`src/tms_pkg.sv`:
```
// Package for the triangle midpoint subdivider: vertex item types, state
// enums, derived widths and shared helper functions. No dependencies.
package tms_pkg;

    localparam int POS_BITS  = 16;
    localparam int UNIT_BITS = 16;
    localparam int TEX_BITS  = 16;

    localparam int SUM_W   = UNIT_BITS + 1;
    localparam int L2_W    = 2 * SUM_W;
    localparam int ROOT_FB = 8;
    localparam int X_W     = L2_W + 2 * ROOT_FB;
    localparam int ROOT_W  = X_W / 2;
    localparam int REM_W   = ROOT_W + 3;
    localparam int FRAC_B  = UNIT_BITS - 2;
    localparam int Q_W     = UNIT_BITS;
    localparam int N_W     = SUM_W + FRAC_B + ROOT_FB + 1;
    localparam int DREM_W  = ROOT_W + 1;
    localparam int CNT_W   = 5;

    localparam logic [Q_W-1:0] ONE_Q = Q_W'(1) << FRAC_B;

    typedef struct packed {
        logic signed [UNIT_BITS-1:0] x;
        logic signed [UNIT_BITS-1:0] y;
        logic signed [UNIT_BITS-1:0] z;
    } nrm3_t;

    typedef struct packed {
        logic signed [POS_BITS-1:0]  pos_x;
        logic signed [POS_BITS-1:0]  pos_y;
        logic signed [POS_BITS-1:0]  pos_z;
        logic signed [UNIT_BITS-1:0] nrm_x;
        logic signed [UNIT_BITS-1:0] nrm_y;
        logic signed [UNIT_BITS-1:0] nrm_z;
        logic signed [UNIT_BITS-1:0] tan_x;
        logic signed [UNIT_BITS-1:0] tan_y;
        logic signed [UNIT_BITS-1:0] tan_z;
        logic [TEX_BITS-1:0]         tex_u;
        logic [TEX_BITS-1:0]         tex_v;
    } vtx_in_t;

    typedef struct packed {
        logic signed [POS_BITS-1:0]  out_pos_x;
        logic signed [POS_BITS-1:0]  out_pos_y;
        logic signed [POS_BITS-1:0]  out_pos_z;
        logic signed [UNIT_BITS-1:0] out_nrm_x;
        logic signed [UNIT_BITS-1:0] out_nrm_y;
        logic signed [UNIT_BITS-1:0] out_nrm_z;
        logic signed [UNIT_BITS-1:0] out_tan_x;
        logic signed [UNIT_BITS-1:0] out_tan_y;
        logic signed [UNIT_BITS-1:0] out_tan_z;
        logic [TEX_BITS-1:0]         out_tex_u;
        logic [TEX_BITS-1:0]         out_tex_v;
        logic                        run_last;
    } vtx_out_t;

    typedef enum logic [2:0] {
        N_IDLE, N_SQ, N_CHK, N_ROOT, N_DLOAD, N_DIV, N_DSTORE, N_DONE
    } norm_state_t;

    typedef enum logic [1:0] {
        S_COLLECT, S_LOAD, S_WAIT, S_OUT
    } top_state_t;

    function automatic logic signed [POS_BITS-1:0] avg_s(
        input logic signed [POS_BITS-1:0] a,
        input logic signed [POS_BITS-1:0] b
    );
        logic signed [POS_BITS:0] s;
        begin
            s = {a[POS_BITS-1], a} + {b[POS_BITS-1], b};
            return s[POS_BITS:1];
        end
    endfunction

    function automatic logic [TEX_BITS-1:0] avg_u(
        input logic [TEX_BITS-1:0] a,
        input logic [TEX_BITS-1:0] b
    );
        logic [TEX_BITS:0] s;
        begin
            s = {1'b0, a} + {1'b0, b};
            return s[TEX_BITS:1];
        end
    endfunction

    function automatic vtx_out_t pass_vtx(input vtx_in_t v);
        vtx_out_t o;
        begin
            o.out_pos_x = v.pos_x;
            o.out_pos_y = v.pos_y;
            o.out_pos_z = v.pos_z;
            o.out_nrm_x = v.nrm_x;
            o.out_nrm_y = v.nrm_y;
            o.out_nrm_z = v.nrm_z;
            o.out_tan_x = v.tan_x;
            o.out_tan_y = v.tan_y;
            o.out_tan_z = v.tan_z;
            o.out_tex_u = v.tex_u;
            o.out_tex_v = v.tex_v;
            o.run_last  = 1'b0;
            return o;
        end
    endfunction

endpackage

```
`src/triangle_midpoint_subdivider.sv`:
```
// Triangle midpoint subdivider top level: corner capture, emit sequencer and
// output register. Uses tms_pkg and tms_norm.
// The third corner starts six results: each corner result is registered in S_LOAD
// and shown in S_OUT, each midpoint waits in S_WAIT for the bit-serial square,
// root and divide in tms_norm (root and divide are skipped when the normal sum
// is zero). No corner is taken until the sixth result is handed off.
// Reset clears the corner count and sequencer; held data is kept.
module triangle_midpoint_subdivider
    import tms_pkg::*;
(
    input  logic     clk,
    input  logic     rst_n,
    input  logic     in_valid,
    output logic     in_ready,
    input  vtx_in_t  in_data,
    output logic     out_valid,
    input  logic     out_ready,
    output vtx_out_t out_data
);

    top_state_t state_reg, state_next;
    logic [1:0] count_reg;
    logic [2:0] slot_reg;
    vtx_in_t    c0_reg, c1_reg, c2_reg;
    vtx_out_t   out_reg;
    logic       norm_start, norm_done;
    nrm3_t      nrm_a, nrm_b, nrm_res;
    vtx_in_t    ea, eb, corner;
    vtx_out_t   mid;

    always_comb
    begin
        unique case (slot_reg)
            3'd3:    begin ea = c0_reg; eb = c1_reg; end
            3'd4:    begin ea = c1_reg; eb = c2_reg; end
            default: begin ea = c0_reg; eb = c2_reg; end
        endcase
        unique case (slot_reg)
            3'd0:    corner = c0_reg;
            3'd1:    corner = c1_reg;
            default: corner = c2_reg;
        endcase
        nrm_a = '{x: ea.nrm_x, y: ea.nrm_y, z: ea.nrm_z};
        nrm_b = '{x: eb.nrm_x, y: eb.nrm_y, z: eb.nrm_z};
        mid.out_pos_x = avg_s(ea.pos_x, eb.pos_x);
        mid.out_pos_y = avg_s(ea.pos_y, eb.pos_y);
        mid.out_pos_z = avg_s(ea.pos_z, eb.pos_z);
        mid.out_nrm_x = nrm_res.x;
        mid.out_nrm_y = nrm_res.y;
        mid.out_nrm_z = nrm_res.z;
        mid.out_tan_x = '0;
        mid.out_tan_y = '0;
        mid.out_tan_z = '0;
        mid.out_tex_u = avg_u(ea.tex_u, eb.tex_u);
        mid.out_tex_v = avg_u(ea.tex_v, eb.tex_v);
        mid.run_last  = (slot_reg == 3'd5);
    end

    tms_norm u_norm (
        .clk    (clk),
        .rst_n  (rst_n),
        .start  (norm_start),
        .nrm_a  (nrm_a),
        .nrm_b  (nrm_b),
        .done   (norm_done),
        .result (nrm_res)
    );

    always_comb
    begin
        state_next = state_reg;
        unique case (state_reg)
            S_COLLECT: if (in_valid && count_reg == 2'd2) state_next = S_LOAD;
            S_LOAD:    state_next = (slot_reg < 3'd3) ? S_OUT : S_WAIT;
            S_WAIT:    if (norm_done) state_next = S_OUT;
            S_OUT:     if (out_ready) state_next = (slot_reg == 3'd5) ? S_COLLECT : S_LOAD;
            default:   state_next = S_COLLECT;
        endcase
    end

    always_comb
    begin
        in_ready   = (state_reg == S_COLLECT);
        out_valid  = (state_reg == S_OUT);
        norm_start = (state_reg == S_LOAD) && (slot_reg >= 3'd3);
    end

    assign out_data = out_reg;

    always_ff @(posedge clk or negedge rst_n)
    begin
        if (!rst_n)
        begin
            state_reg <= S_COLLECT;
            count_reg <= '0;
            slot_reg  <= '0;
        end
        else
        begin
            state_reg <= state_next;
            if (in_valid && in_ready)
            begin
                count_reg <= (count_reg == 2'd2) ? 2'd0 : count_reg + 2'd1;
                slot_reg  <= '0;
            end
            if (out_valid && out_ready && slot_reg != 3'd5)
            begin
                slot_reg <= slot_reg + 3'd1;
            end
        end
    end

    always_ff @(posedge clk)
    begin
        if (in_valid && in_ready)
        begin
            case (count_reg)
                2'd0:    c0_reg <= in_data;
                2'd1:    c1_reg <= in_data;
                default: c2_reg <= in_data;
            endcase
        end
        if (state_reg == S_LOAD && slot_reg < 3'd3)
        begin
            out_reg <= pass_vtx(corner);
        end
        if (state_reg == S_WAIT && norm_done)
        begin
            out_reg <= mid;
        end
    end

    a_no_overlap: assert property (@(posedge clk) disable iff (!rst_n)
        !(in_ready && out_valid))
        else $error("input taken while an item is pending");

    a_count_range: assert property (@(posedge clk) disable iff (!rst_n)
        count_reg != 2'd3)
        else $error("corner count out of range");

    a_last_slot: assert property (@(posedge clk) disable iff (!rst_n)
        (out_valid && out_data.run_last) |-> (slot_reg == 3'd5))
        else $error("run_last on wrong slot");

    a_wait_done: assert property (@(posedge clk) disable iff (!rst_n)
        norm_start |=> (state_reg == S_WAIT))
        else $error("normal unit started outside the midpoint path");

endmodule

```
`src/tms_norm.sv`:
```
// Bit-serial normal unit: sums two normals, squares by shift-add, takes the
// root two bits a step and divides one quotient bit a step. Uses tms_pkg.
module tms_norm
    import tms_pkg::*;
(
    input  logic  clk,
    input  logic  rst_n,
    input  logic  start,
    input  nrm3_t nrm_a,
    input  nrm3_t nrm_b,
    output logic  done,
    output nrm3_t result
);

    norm_state_t state_reg, state_next;
    logic [1:0]       cidx_reg;
    logic [CNT_W-1:0] cnt_reg;
    logic [SUM_W-1:0] mag_reg [3];
    logic [2:0]       neg_reg;
    logic [L2_W-1:0]  l2_reg, mcand_reg;
    logic [SUM_W-1:0] mplier_reg;
    logic [X_W-1:0]   xs_reg;
    logic [REM_W-1:0] rem_reg;
    logic [ROOT_W-1:0] root_reg;
    logic [DREM_W-1:0] drem_reg;
    logic [Q_W-1:0]   nlo_reg, q_reg;
    logic signed [UNIT_BITS-1:0] res_reg [3];

    logic signed [SUM_W-1:0] s_in [3];
    logic [SUM_W-1:0]  mag_in [3];
    logic [REM_W-1:0]  rem_sh, trial;
    logic [N_W-1:0]    numer;
    logic [DREM_W-1:0] drem_sh;
    logic [Q_W-1:0]    q_sat;

    always_comb
    begin
        s_in[0] = SUM_W'(nrm_a.x) + SUM_W'(nrm_b.x);
        s_in[1] = SUM_W'(nrm_a.y) + SUM_W'(nrm_b.y);
        s_in[2] = SUM_W'(nrm_a.z) + SUM_W'(nrm_b.z);
        for (int i = 0; i < 3; i++)
        begin
            mag_in[i] = s_in[i][SUM_W-1] ? SUM_W'(-s_in[i]) : SUM_W'(s_in[i]);
        end
        rem_sh  = {rem_reg[REM_W-3:0], xs_reg[X_W-1 -: 2]};
        trial   = {1'b0, root_reg, 2'b01};
        numer   = (N_W'(mag_reg[cidx_reg]) << (FRAC_B + ROOT_FB))
                  + N_W'(root_reg >> 1);
        drem_sh = {drem_reg[DREM_W-2:0], nlo_reg[Q_W-1]};
        q_sat   = (q_reg > ONE_Q) ? ONE_Q : q_reg;
    end

    always_comb
    begin
        state_next = state_reg;
        unique case (state_reg)
            N_IDLE:   if (start) state_next = N_SQ;
            N_SQ:     if (cnt_reg == CNT_W'(SUM_W - 1) && cidx_reg == 2'd2)
                          state_next = N_CHK;
            N_CHK:    state_next = (l2_reg == '0) ? N_DONE : N_ROOT;
            N_ROOT:   if (cnt_reg == CNT_W'(ROOT_W - 1)) state_next = N_DLOAD;
            N_DLOAD:  state_next = N_DIV;
            N_DIV:    if (cnt_reg == CNT_W'(Q_W - 1)) state_next = N_DSTORE;
            N_DSTORE: state_next = (cidx_reg == 2'd2) ? N_DONE : N_DLOAD;
            N_DONE:   state_next = N_IDLE;
            default:  state_next = N_IDLE;
        endcase
    end

    always_comb
    begin
        done = (state_reg == N_DONE);
    end

    assign result.x = res_reg[0];
    assign result.y = res_reg[1];
    assign result.z = res_reg[2];

    always_ff @(posedge clk or negedge rst_n)
    begin
        if (!rst_n)
        begin
            state_reg <= N_IDLE;
            cidx_reg  <= '0;
            cnt_reg   <= '0;
        end
        else
        begin
            state_reg <= state_next;
            unique case (state_reg)
                N_IDLE:
                begin
                    cidx_reg <= '0;
                    cnt_reg  <= '0;
                end
                N_SQ:
                begin
                    if (cnt_reg == CNT_W'(SUM_W - 1))
                    begin
                        cnt_reg <= '0;
                        if (cidx_reg != 2'd2) cidx_reg <= cidx_reg + 2'd1;
                    end
                    else
                    begin
                        cnt_reg <= cnt_reg + CNT_W'(1);
                    end
                end
                N_CHK:    cnt_reg <= '0;
                N_ROOT:
                begin
                    cnt_reg  <= cnt_reg + CNT_W'(1);
                    cidx_reg <= '0;
                end
                N_DLOAD:  cnt_reg <= '0;
                N_DIV:    cnt_reg <= cnt_reg + CNT_W'(1);
                N_DSTORE: cidx_reg <= cidx_reg + 2'd1;
                N_DONE:   cnt_reg <= '0;
                default:  cnt_reg <= '0;
            endcase
        end
    end

    always_ff @(posedge clk)
    begin
        case (state_reg)
            N_IDLE:
            begin
                if (start)
                begin
                    for (int i = 0; i < 3; i++)
                    begin
                        mag_reg[i] <= mag_in[i];
                        neg_reg[i] <= s_in[i][SUM_W-1];
                    end
                    l2_reg     <= '0;
                    mcand_reg  <= L2_W'(mag_in[0]);
                    mplier_reg <= mag_in[0];
                end
            end
            N_SQ:
            begin
                if (mplier_reg[0]) l2_reg <= l2_reg + mcand_reg;
                if (cnt_reg == CNT_W'(SUM_W - 1))
                begin
                    mcand_reg  <= L2_W'(mag_reg[cidx_reg + 2'd1]);
                    mplier_reg <= mag_reg[cidx_reg + 2'd1];
                end
                else
                begin
                    mcand_reg  <= mcand_reg << 1;
                    mplier_reg <= mplier_reg >> 1;
                end
            end
            N_CHK:
            begin
                xs_reg   <= {l2_reg, {(2 * ROOT_FB){1'b0}}};
                rem_reg  <= '0;
                root_reg <= '0;
                for (int i = 0; i < 3; i++)
                begin
                    res_reg[i] <= '0;
                end
            end
            N_ROOT:
            begin
                if (rem_sh >= trial)
                begin
                    rem_reg  <= rem_sh - trial;
                    root_reg <= {root_reg[ROOT_W-2:0], 1'b1};
                end
                else
                begin
                    rem_reg  <= rem_sh;
                    root_reg <= {root_reg[ROOT_W-2:0], 1'b0};
                end
                xs_reg <= xs_reg << 2;
            end
            N_DLOAD:
            begin
                drem_reg <= DREM_W'(numer >> Q_W);
                nlo_reg  <= numer[Q_W-1:0];
                q_reg    <= '0;
            end
            N_DIV:
            begin
                if (drem_sh >= {1'b0, root_reg})
                begin
                    drem_reg <= drem_sh - {1'b0, root_reg};
                    q_reg    <= {q_reg[Q_W-2:0], 1'b1};
                end
                else
                begin
                    drem_reg <= drem_sh;
                    q_reg    <= {q_reg[Q_W-2:0], 1'b0};
                end
                nlo_reg <= nlo_reg << 1;
            end
            N_DSTORE:
            begin
                res_reg[cidx_reg] <= neg_reg[cidx_reg] ? -$signed(q_sat) : $signed(q_sat);
            end
            default:
            begin
            end
        endcase
    end

endmodule
```
`config.mk`:
```
export PLATFORM = sky130hd
export DESIGN_NAME = triangle_midpoint_subdivider
export DESIGN_NICKNAME = d
export VERILOG_FILES = /design/src/tms_pkg.sv /design/src/triangle_midpoint_subdivider.sv /design/src/tms_norm.sv
export SDC_FILE = /design/constraint.sdc
export NUM_CORES = 2
export LEC_CHECK = 0
export ABC_CLOCK_PERIOD_IN_PS = 15300
export BUFFER_PORTS_ARGS = -buffer_cell sky130_fd_sc_hd__buf_2
export CAP_MARGIN = 40
export CORE_MARGIN = 3
export CORE_UTILIZATION = 55
export DETAILED_ROUTE_END_ITERATION = 10
export PLACE_DENSITY = 0.8
export SLEW_MARGIN = 20
export SYNTH_ARGS = -nofsm -noshare
export SYNTH_HDL_FRONTEND = slang
export SYNTH_SLANG_ARGS = --single-unit
```
`constraint.sdc`:
```
create_clock -name clk -period 15.3 [get_ports clk]
set_input_delay 0 -clock clk [delete_from_list [all_inputs] [get_ports clk]]
set_output_delay 0 -clock clk [all_outputs]
set_load 0.05 [all_outputs]
```
==> run summary <==
status: finished, final reports clean
CTS Sinks: 1051
Worst Setup Path Type: reg -> reg
mapped cell area: 54400 µm²
Max clock buf depth: 3
Final Slew Violations: 0
Pleak: 24.4 nW
Area contributors post-synth: edfxtp_1 54%, ha_1 5.3%, nand2_1 5.2%
Synth Register Bits: 1051
ys flop type: edfxtp_1
residual DRC count: 0
Finish-stage setup viols: 0
via/cell ratio: 6.30
Post-CTS Resized: 0
CTS tree: done
routed len/inst: 22.9 µm
Reg2Reg Setup Slack: 9.03 ns
height of the die: 320 µm
layout cells sized above 1: 14.8%
Max Fclk: 0.160 GHz
min-delay worst type: in -> reg
# rows: 114
largest net degree at the start of global routing: 125
worst-margin pin slew: 1.05 ns
area of the multi-input gates: 22100 µm²
Top Ports: 359
Initial Util: 55.9%
Horiz. Die Dim: 320 µm
final wirelength: 154000 µm
most common cell after layout, fill and taps aside: edfxtp_1
Req. time, crit path: 15.70 ns
starting DRC count in detailed routing: 5284
EDFF count, synth: 986
RSZ-0062 raised after global routing: no
htree depth: 3
cts bufs inserted: 106
max reg flops: 177
CP endpoint: u_norm.mcand_reg[8]
most frequent cells in the layout: 986 x edfxtp_1, 742 x nand2_1, 382 x nor2_1
later-pin clock latency in the skew report: 0.73 ns
final setup skew: 0.0848 ns
1st-pass router iterations: 6
die area: 103000 µm²
synthesized area per cell: 11.3 µm²
Layout area overhead: 17.2%
TNS Setup: 0 ns
Synth async-reset ratio: 1.62%
RR Endpoint: u_norm.mcand_reg[8]
first-pass GRT wire length: 235000 µm
GP Congestion: 0.897
Setup crit start: slot_reg[1]
Largest stage delay, worst path: 0.72 ns
worst flop-to-flop path startpoint: slot_reg[1]
YS warnings: 0
pwr/cell area: 237 nW/µm²
CP Cell Sequence: inv_1 -> ha_2 -> buf_4 -> and2_4 -> buf_4 -> nand2_1 -> nand2_1 -> ha_1 -> o21a_1 -> o31a_1 -> o2111ai_1 -> a21boi_0 -> o21ai_0 -> a31oi_1 -> inv_1 -> o31ai_1 -> xor2_1 -> o221ai_1
vias in the first global route: 41000
Max-Cap Viols: 0
Clock Root Buffer: clkbuf_16
Fill cells: 7055
port buffer count: 358
antenna-violating nets left: 0
Final Cell Area: 63700 µm²
Slew HR: 29.0%
Seq/Total Area, Yosys: 57.0%
initial antenna violation count: 25
placed inst area: 57800 µm²
total global routing overflow: 0
Reg clk slew, reported paths: 0.07 ns
CP arrival: 6.67 ns
total global-route track usage: 29.0%
flip-flop and latch area: 31000 µm²
final worst setup slack: 9.03 ns
setup slack at placement: 9.26 ns
Overall Power: 15.1 mW
Final period util: 41.0%
Vias: 42400
final net count: 5759
Final min period: 6.27 ns
Worst R2R Path Depth: 18
Final Hold Viols: 0
VDD IR-drop max: 203 µV
top cell type's share of synthesized area: 54.5%
Slowest-stage cell, CP: a31oi_1
Crit. End Element: register
syn nets: 5252
CP startpoint kind: register
synth unique cells: 82
area leader, netlist: edfxtp_1
CP max FO: 56
core area: 97300 µm²
final HPWL from detailed placement: 97300 µm
Cells after Synth: 4832
## worst min path at each step
stage	startpoint	to	slack (ns)	cells past startpoint
floorplan	rst_n	count_reg[0]	-0.30	0
global placement	rst_n	slot_reg[2]	-0.03	1
detailed placement	rst_n	slot_reg[2]	-0.02	1
CTS	in_data[52]	c2_reg[52]	0.0002	2
global route	in_data[20]	c1_reg[20]	0.02	2
finish	in_data[20]	c1_reg[20]	0.02	2
## synthesized netlist by cell type, drive strengths merged, types with 7 or more instances
cell,n
o221ai,8
o41ai,12
nand2,747
and2,15
nor2b,31
o31ai,21
a221oi,65
buf,25
a221o,123
fa,11
a21o,68
dfxtp,48
o21a,44
nor4,26
a31oi,21
mux2,135
mux2i,78
a21boi,13
o22ai,73
nand2b,18
or3,24
o21ai,340
a2111oi,9
a22oi,7
and3,60
nor2,386
or2,15
xor2,93
edfxtp,986
clkbuf,220
nand3,55
o211ai,26
xnor2,130
a31o,7
a211o,10
o21bai,20
nor3,114
dfrtp,17
nor3b,8
or4,13
inv,129
nand4,13
ha,229
a21oi,239
a211oi,30
## metrics by stage
step | hold WS, ns | utilization (%) | std cells
after floorplan | -0.296 | - | 4832
after global placement | -0.0261 | 59.0 | 6269
after detailed placement | -0.0181 | 59.4 | 6290
after CTS | 0.000228 | 65.4 | 6702
after global routing | 0.0234 | 65.5 | 6720
final | 0.0244 | 65.5 | 6724
## where the power goes
group | internal (mW) | leakage [nW] | total (mW) | switching (mW)
Clock | 1.54 | 1.78 | 2.74 | 1.20
Sequential | 4.23 | 9.76 | 4.65 | 0.416
Combinational | 2.61 | 12.9 | 7.70 | 5.09
## cell families (layout without fill, tap and decap cells)
group,count (synthesis),in the layout,synth area share (%)
simple gates,1541,1541,12.3
compound gates,1188,1188,14.6
flops,1051,1051,57.0
buf+inv,376,977,2.61
fa+ha+maj,240,240,5.68
xor+xnor,223,223,3.59
mux,213,213,4.23
other cells,0,15,0
## what timing repair did
action | 4_1_cts | 5_1_grt
buffers inserted | 0 | 0
hold endpoints to repair | 552 | 1
hold buffers | 210 | 1
## routing by layer
layer	GRT usage [%]	wire, µm
met1	38.4	58300
met2	46.6	72000
met3	5.82	16300
met4	12.9	7040
met5	0	96
## layout make-up
| cell class | instances | area share, % |
|---|---|---|
| timing repair buffer | 644 | 7.54 |
| clock inverter | 80 | 1.44 |
| clock buffer | 122 | 4.35 |
| antenna | 15 | 0.0589 |
| multi-input combinational | 3405 | 34.7 |
| inverter | 131 | 0.772 |
| tap | 1276 | 2.51 |
| sequential | 1051 | 48.6 |
## critical path: cells and delay by family, from the launching register on
| family | cells | cell delay (ns) |
|---|---|---|
| adders and majority gates | 2 | 0.44 |
| buffers and inverters | 4 | 1.76 |
| DFF | 1 | 0.46 |
| AOI/OAI and AO/OA | 8 | 2.09 |
| and+or+nand+nor | 3 | 0.77 |
| xor gates and xnor gates | 1 | 0.32 |
(Power assumes the default switching activity.)
